**src/rtl/qvd_pkg.sv**
```systemverilog
package qvd_pkg;

  localparam int unsigned CmdW        = 2;
  localparam int unsigned DimIndexW   = 10;
  localparam int unsigned QueryW      = 24;
  localparam int unsigned MultW       = 24;
  localparam int unsigned CodeW       = 8;
  localparam int unsigned DistW       = 64;
  localparam int unsigned VecNumW     = 12;
  localparam int unsigned ModeW       = 1;
  localparam int unsigned DimsW       = 11;
  localparam int unsigned ProdW       = 32;

  // register indexes on the configuration port
  localparam logic REG_METRIC_MODE = 1'b0;
  localparam logic REG_DIMS_IN_USE = 1'b1;

  localparam logic MODE_DOT = 1'b0;
  localparam logic MODE_L2  = 1'b1;

  typedef enum logic [CmdW-1:0] {
    CMD_LOAD = 2'd0,
    CMD_CODE = 2'd1,
    CMD_SKIP = 2'd2
  } cmd_t;

  typedef enum logic [2:0] {
    ST_IDLE,
    ST_MUL,
    ST_SQR,
    ST_ACC,
    ST_EMIT,
    ST_SKIP
  } state_t;

  typedef struct packed {
    logic mem_wr;
    logic start;
    logic mul_en;
    logic sqr_en;
    logic acc_en;
    logic emit_vec;
    logic emit_skip;
  } dp_cmd_t;

  typedef struct packed {
    logic last;
    logic out_free;
  } dp_stat_t;

endpackage

```
**src/rtl/qvd_ctrl.sv**
```systemverilog
module qvd_ctrl (
  input  logic              clk,
  input  logic              rst,
  input  logic              s_tvalid,
  input  qvd_pkg::cmd_t     command,
  output logic              s_tready,
  input  qvd_pkg::dp_stat_t stat,
  output qvd_pkg::dp_cmd_t  cmd
);
  import qvd_pkg::*;

  state_t state;
  state_t state_next;
  logic   accept;

  always_ff @(posedge clk) begin
    if (rst) begin
      state <= ST_IDLE;
    end else begin
      state <= state_next;
    end
  end

  assign s_tready = (state == ST_IDLE);
  assign accept   = s_tvalid && s_tready;

  always_comb begin
    state_next = state;
    cmd        = '0;
    case (state)
      ST_IDLE: begin
        if (accept) begin
          case (command)
            CMD_LOAD: cmd.mem_wr = 1'b1;
            CMD_CODE: begin
              cmd.start  = 1'b1;
              state_next = ST_MUL;
            end
            CMD_SKIP: state_next = ST_SKIP;
            default: ;
          endcase
        end
      end
      ST_MUL: begin
        cmd.mul_en = 1'b1;
        state_next = ST_SQR;
      end
      ST_SQR: begin
        cmd.sqr_en = 1'b1;
        state_next = ST_ACC;
      end
      ST_ACC: begin
        cmd.acc_en = 1'b1;
        state_next = stat.last ? ST_EMIT : ST_IDLE;
      end
      ST_EMIT: begin
        if (stat.out_free) begin
          cmd.emit_vec = 1'b1;
          state_next   = ST_IDLE;
        end
      end
      ST_SKIP: begin
        if (stat.out_free) begin
          cmd.emit_skip = 1'b1;
          state_next    = ST_IDLE;
        end
      end
      default: state_next = ST_IDLE;
    endcase
  end

  a_cmd_onehot: assert property (@(posedge clk) disable iff (rst) $onehot0(cmd))
    else $error("more than one datapath command at once");

  a_emit_wait: assert property (@(posedge clk) disable iff (rst)
    ((state == ST_EMIT || state == ST_SKIP) && !stat.out_free) |=> $stable(state))
    else $error("result left its state while the output register was full");

endmodule

```
**config.mk**
```make
export PLATFORM = sky130hd
export DESIGN_NAME = qvd_ctrl
export DESIGN_NICKNAME = d
export VERILOG_FILES = /design/src/rtl/qvd_pkg.sv /design/src/rtl/qvd_ctrl.sv
export SDC_FILE = /design/constraint.sdc
export NUM_CORES = 1
export LEC_CHECK = 0
export BUFFER_PORTS_ARGS = -buffer_cell sky130_fd_sc_hd__buf_2
export CAP_MARGIN = 30
export CORE_AREA = 2 2 39 41
export DETAILED_ROUTE_END_ITERATION = 10
export DIE_AREA = 0 0 41 43
export PLACE_DENSITY_LB_ADDON = 0.08
export REMOVE_ABC_BUFFERS = 1
export SYNTH_ARGS = -nofsm -noshare
export SYNTH_HDL_FRONTEND = slang
export SYNTH_SLANG_ARGS = --single-unit
```
**constraint.sdc**
```tcl
create_clock -name clk -period 2.2 [get_ports clk]
set_clock_uncertainty 0.05 [all_clocks]
set_input_delay 0.11 -clock clk [delete_from_list [all_inputs] [get_ports clk]]
set_output_delay 0.11 -clock clk [all_outputs]
set_load 0.05 [all_outputs]
```
==> results of run 1 <==
==> worst max path at each step <==
stage                                       end  cells after the start
after floorplan           state[0]$_SDFFE_PP0P_                      3
after global placement    state[2]$_SDFFE_PP0P_                      3
after detailed placement                 cmd[6]                      4
after CTS                                cmd[6]                      4
after global routing                     cmd[6]                      4
final                                    cmd[6]                      4
==> cells by family after synthesis <==
group | after synthesis | synth area share
compound gates | 3 | 0.07251
flops | 3 | 0.2487
xor+xnor | 2 | 0.07255
buf+inv | 4 | 0.09839
simple gates | 18 | 0.5078
==> per-layer routing <==
layer / share of wire / track usage / vias to the layer above
met5: 0 / 0 / -
met4: 0 / 0.06000 / 0
met3: 0.045 / 0.03141 / 0
met2: 0.50 / 0.1000 / 7
met1: 0.46 / 0.1051 / 107
li1: - / - / 134
==> cell usage after synthesis (2+ instances only) <==
cell type / instances
dfxtp_1: 3
nand2_1: 3
a31oi_1: 2
nor2b_1: 2
nor3_1: 2
nor3b_1: 2
xnor2_1: 2
==> cell type report <==
type | instances | area (µm²)
Sequential cell | 3 | 60.06
Clock buffer | 4 | 26.28
Tap cell | 16 | 20.02
Multi-Input combinational cell | 23 | 157.7
Timing Repair Buffer | 14 | 70.07
Fill cell | 168 | 1046
Inverter | 1 | 3.754
==> per-stage QoR <==
stage | total power [µW] | cell area [µm²]
detailed placement | 164.5 | 311.5
global route | 277.6 | 337.8
CTS | 265.4 | 337.8
floorplan | 139.0 | 221.5
finish | 258.4 | 337.8
global placement | 163.5 | 311.5
==> critical path: stages, from the launching register on <==
cell      delay, ns
dfxtp_1        0.38
nand2b_4       0.18
nor4_1         0.22
nor2b_1        0.16
buf_2          0.26
==> where the power goes <==
group | internal (µW) | switching (µW) | total [µW]
Sequential | 60.1 | 12.0 | 72.1
Combinational | 30.3 | 59.9 | 90.2
Clock | 68.0 | 28.1 | 96.0
Total | 158 | 100 | 258
==> reports/metrics.cfg, run 1 <==
[global_routing]
grt_max_degree = 10
track_usage = 0.08008
grt_antenna_before_repair = 0
grt_first_pass_wirelength_um = 897
overflow = 0
first_global_vias = 220

[cts]
cts_hold_buf = 0
h-tree-depth = 1
clk_latency_ns = 0.23
post_cts_buffers = 0
cts_made_buffers = 3
cts_sinks = 3
cts-resized-gates = 0
cts_tree = built
path_clk_slew_ns = 0.04
cts_buffer_depth = 2
root_buffer = clkbuf_4

[logic_synthesis]
synth_edf_count = 0
syn_area_um2 = 241.5
synthCells = 30
synth_ff_type = dfxtp_1
async_flop_share = 0
avgSynthCellArea_um2 = 8.049
ys_seq_elements = 3
yosysUniqueCellTypes = 21
yosysWarnings = 0
synth_largest_area_cell = dfxtp_1
netlist_top_cells_area = dfxtp_1 (25%), xnor2_1 (7.3%), nor3b_1 (6.2%)
synth_top_area_share = 0.2487
seq_area_frac_synth = 0.2487

[place]
port-buffer-count = 14
hpwl_um = 467.7
place_inst = 57
place_congestion = 0.5934
place_ws_ns = 0.8100

[floorplanning]
die_x_um = 41
die_area_um2 = 1763
fp-row-count = 14
die_h_um = 43
initial_core_util = 0.1745
io_pins = 15
core_area_um2 = 1384

[setup_path]
worstSetupPathType = flop to output pin
critPathLaunch = state[0]$_SDFFE_PP0P_
r2r-end = state[2]$_SDFFE_PP0P_
r2r_start = state[0]$_SDFFE_PP0P_
critical_path_required_ns = 2.04
r2r_slack_ns = 0.88
crit_path_start_kind = flop
endpoint_kind = output pin
r2r_cells = 3
arrival_ns = 1.44
cp_max_fo = 9

[finish]
final_core_util = 0.2441
top_regs = state (3)
area_growth_pct = 39.90
antenna_cells = 0
largest_reg_flops = 3
final_cell_mix = buf_2 (14), nand2_1 (3), clkbuf_4 (3), dfxtp_1 (3)
layout-drive-gt1-share = 0.4889
final_common_cell = buf_2
fin_nets = 53
largest_register = state
finalNonFillerCells = 61

[timing]
tns_ns = 0
maxSlewViolCount = 0
fin_crit_ns = 1.598
finalHoldViolCount = 0
period_share = 0.7263
fmax_ghz = 0.6258
slew_headroom = 0.8075
finalSetupViolations = 0
rsz0062_at_grt = false
worst_pin_slew_ns = 0.2860
setup_ws_ns = 0.6021
hold-worst-slack_ns = 0.01778

[run]
cap_viol_max_count = 0

[route]
antenna_left = 0
drtPass1Iterations = 1
routedWlPerCell_um = 9.852
via_per_inst = 4.066
routed_wl_um = 601
route.detailed.drc = 0
via_count = 248
drt_iter0_markers = 0

[hold_path]
whs_endpoint = state[0]$_SDFFE_PP0P_
hold_depth = 2
worstHoldPathType = primary input to flop
holdCritStartpoint = rst

[outcome]
status = complete, no violations

[pwr]
cellPowerDensity_nw_per_um2 = 764.9
leakagePower_uw = 0.0001622
vdd_ir_drop_max_mv = 0.1557

Power figures use the tool's default switching activity.
==> inputs of run 2 (changes only) <==
--- a/config.mk
+++ b/config.mk
@@ -5,6 +5,7 @@
 export SDC_FILE = /design/constraint.sdc
 export NUM_CORES = 1
 export LEC_CHECK = 0
+export ABC_AREA = 1
 export BUFFER_PORTS_ARGS = -buffer_cell sky130_fd_sc_hd__buf_2
 export CAP_MARGIN = 30
 export CORE_AREA = 2 2 39 41
==> constraint.sdc (replaced) <==
create_clock -name clk -period 1.5 [get_ports clk]
set_clock_uncertainty 0.05 [all_clocks]
set_input_delay 0.075 -clock clk [delete_from_list [all_inputs] [get_ports clk]]
set_output_delay 0.075 -clock clk [all_outputs]
set_load 0.05 [all_outputs]
==> run 2 against run 1 <==
  * Worst hold slack gained 0.13 ns
  * First-iteration DRC count increased by 2
  * Via count grew 20%
  * Clock power up 47%
  * Wire length decreased by 0.83%
  * Sequential cell count is the same
  * Critical endpoint is now cmd[5]
  * Highest routed layer is now met4
==> reports/metrics.cfg, run 2 <==
[outcome]
status = complete, no violations  ; unchanged

[floorplanning]
die_area_um2 = 1763  ; unchanged
die_h_um = 43  ; unchanged
io_pins = 15  ; unchanged
fp-row-count = 14  ; unchanged
die_x_um = 41  ; unchanged
core_area_um2 = 1384  ; unchanged
initial_core_util = 0.1772  ; was 0.1745

[cts]
root_buffer = clkbuf_4  ; unchanged
cts_made_buffers = 3  ; unchanged
cts_tree = built  ; unchanged
h-tree-depth = 1  ; unchanged
path_clk_slew_ns = 0.04  ; about the same
cts_sinks = 3  ; unchanged
clk_latency_ns = 0.23  ; about the same
cts_buffer_depth = 2  ; unchanged

[finish]
fin_area_um2 = 371.6  ; was 337.8 µm²
top_regs = state (3)  ; unchanged
final_common_cell = buf_2  ; unchanged
largest_reg_flops = 3  ; unchanged
layout-drive-gt1-share = 0.4483  ; was 0.4889
fin_nets = 66  ; was 53
finalNonFillerCells = 74  ; was 61
area_growth_pct = 51.53  ; was 39.90%
nFillCells = 169  ; was 168
antenna_cells = 0  ; unchanged
largest_register = state  ; unchanged
final_cell_mix = buf_2 (12), nand2_1 (8), nor2_1 (5), inv_1 (5)  ; was buf_2 (14), nand2_1 (3), clkbuf_4 (3), dfxtp_1 (3)

[setup_path]
r2r_slack_ns = 0.47  ; was 0.88 ns
endpoint_kind = output pin  ; unchanged
worstSetupPathType = flop to output pin  ; unchanged
crit_path_start_kind = flop  ; unchanged
critical_path_required_ns = 1.37  ; was 2.04 ns
crit_chain = inv_2 > nand2_2 > nor2_4 > nand2_1 > nor2_1 > clkbuf_4  ; was nand2b_4 > nor4_1 > nor2b_1 > buf_2
cp_slowest_cell = dfxtp_1  ; unchanged
arrival_ns = 1.28  ; was 1.44 ns
r2r_start = state[0]$_SDFFE_PP0P_  ; unchanged
cp_max_fo = 6  ; was 9
r2r-end = state[2]$_SDFFE_PP0P_  ; unchanged
slowest_delay_ns = 0.35  ; was 0.38 ns
r2r_cells = 7  ; was 3

[route]
drtPass1Iterations = 2  ; was 1
route.detailed.drc = 0  ; unchanged
routed_wl_um = 596  ; was 601 µm
drt_iter0_markers = 2  ; was 0
routedWlPerCell_um = 8.054  ; was 9.852 µm
via_per_inst = 4.027  ; was 4.066
antenna_left = 0  ; unchanged
via_count = 298  ; was 248

[hold_path]
holdCritStartpoint = stat[0]  ; was rst
worstHoldPathType = primary input to flop  ; unchanged
whs_endpoint = state[0]$_SDFFE_PP0P_  ; unchanged
hold_depth = 4  ; was 2

[logic_synthesis]
synth_most_common_cell = nand2_1
synth_largest_area_cell = dfxtp_1  ; unchanged
yosys-top-cells-count = nand2_1 (8), inv_1 (5), nor2_1 (5), nor3_1 (5)  ; was dfxtp_1 (3), nand2_1 (3)
yosysUniqueCellTypes = 15  ; was 21
seq_area_frac_synth = 0.2449  ; was 0.2487
synth_top_area_share = 0.2449  ; was 0.2487
ys_seq_elements = 3  ; unchanged
synthCells = 40  ; was 30
avgSynthCellArea_um2 = 6.131  ; was 8.049 µm²
synth_ff_type = dfxtp_1  ; unchanged
yosysWarnings = 0  ; unchanged
syn_area_um2 = 245.2  ; was 241.5 µm²
synth_edf_count = 0  ; unchanged
async_flop_share = 0  ; unchanged
netlist_top_cells_area = dfxtp_1 (24%), nand2_1 (12%), nor3_1 (10%)  ; was dfxtp_1 (25%), xnor2_1 (7.3%), nor3b_1 (6.2%)

[pwr]
vdd_ir_drop_max_mv = 0.7215  ; was 0.1557 mV
cellPowerDensity_nw_per_um2 = 2436  ; was 764.9 nW/µm²
p_sw_frac = 0.5818  ; was 0.3871
seqPwrFrac = 0.191  ; was 0.279
leakagePower_uw = 0.0001986  ; was 0.0001622 µW
p_clk_frac = 0.155  ; was 0.372
p_comb_frac = 0.653  ; was 0.349
power_switching_uw = 526.7  ; was 100.0 µW
p_int_uw = 378.6  ; was 158.4 µW

[global_routing]
track_usage = 0.08325  ; was 0.08008
first_global_vias = 263  ; was 220
overflow = 0  ; unchanged
grt_antenna_before_repair = 0  ; unchanged
grt_first_pass_wirelength_um = 1000  ; was 897 µm
grt_max_degree = 9  ; was 10

[place]
hpwl_um = 499.7  ; was 467.7 µm
placed_area_um2 = 324.1  ; was 311.5 µm²
place_congestion = 0.6434  ; was 0.5934
port-buffer-count = 14  ; unchanged
place_ws_ns = 0.2604  ; was 0.8100 ns
place_inst = 69  ; was 57

[timing]
finalHoldViolCount = 0  ; unchanged
fmax_ghz = 0.7122
maxSlewViolCount = 0  ; unchanged
period_share = 0.9361
hold-worst-slack_ns = 0.1451  ; was 0.01778 ns
rsz0062_at_grt = false  ; unchanged
setup_ws_ns = 0.09581  ; was 0.6021 ns
worst_pin_slew_ns = 0.2545  ; was 0.2860 ns
tns_ns = 0  ; unchanged
fin_crit_ns = 1.404
finalSetupViolations = 0  ; unchanged
slew_headroom = 0.8315  ; was 0.8075

[run]
cap_viol_max_count = 0  ; unchanged

## run 2: kinds of logic after synthesis
group	Yosys count	synth area share
and+or+nand+nor	26	0.5255
AOI/OAI and AO/OA	3	0.07650
buffers and inverters	8	0.1531
DFF	3	0.2449
## run 2: stage by stage
| stage | util | power, µW |
|---|---|---|
| after floorplan | - | 643.6 |
| after global placement | 0.2342 | 766.4 |
| after detailed placement | 0.2342 | 755.9 |
| after CTS | 0.2604 | 903.7 |
| after global routing | 0.2685 | 976.0 |
| final | 0.2685 | 905.3 |
## run 2: layout make-up
class	count	area, µm²	area share
clock buffer	4	26.28	0.07071
inverter	7	26.28	0.07071
multi-input combinational	29	152.6	0.4108
sequential	3	61.31	0.1650
tap	16	20.02	0.05387
timing repair buffer	15	85.08	0.2290
## run 2: worst max path at each step
stage	slack, ns	endpoint	startpoint
global placement	0.22	cmd[1]	state[2]$_SDFFE_PP0P_
global route	0.006	cmd[5]	state[1]$_SDFFE_PP0P_
detailed placement	0.26	cmd[6]	state[0]$_SDFFE_PP0P_
CTS	0.002	cmd[6]	state[0]$_SDFFE_PP0P_
floorplan	-0.58	cmd[6]	state[0]$_SDFFE_PP0P_
finish	0.1	cmd[5]	state[0]$_SDFFE_PP0P_
## run 2: what timing repair did
| action | 4_1_cts | 5_1_grt |
|---|---|---|
| endpoints found under the hold margin | 1 | 0 |
| setup buffers | 0 | 0 |
| hold buffers | 1 | 0 |
| gates resized for setup | 0 | 5 |
| endpoints found under the setup margin | 0 | 3 |
## run 2: worst max-delay path, delay by kind of cell, from the launching register on
kind                   cells  cell delay, ns
and+or+nand+nor            4            0.39
buffers and inverters      2            0.31
DFF                        1            0.35
## run 2: metal layers
layer / vias up / share of wire / GRT usage
met3: 2 / 0.074 / 0.01571
met1: 123 / 0.48 / 0.1090
met4: 0 / 0.027 / 0.06000
met5: - / 0 / 0
li1: 161 / - / -
met2: 12 / 0.42 / 0.1156
## run 2: power groups by stage
| stage | logic (µW) | clock network (µW) | registers [µW] |
|---|---|---|---|
| after detailed placement | 585 | 0 | 171 |
| after global routing | 644 | 153 | 179 |
| final | 592 | 141 | 173 |
| after CTS | 587 | 146 | 170 |
| after global placement | 589 | 0 | 177 |
| after floorplan | 482 | 0 | 162 |
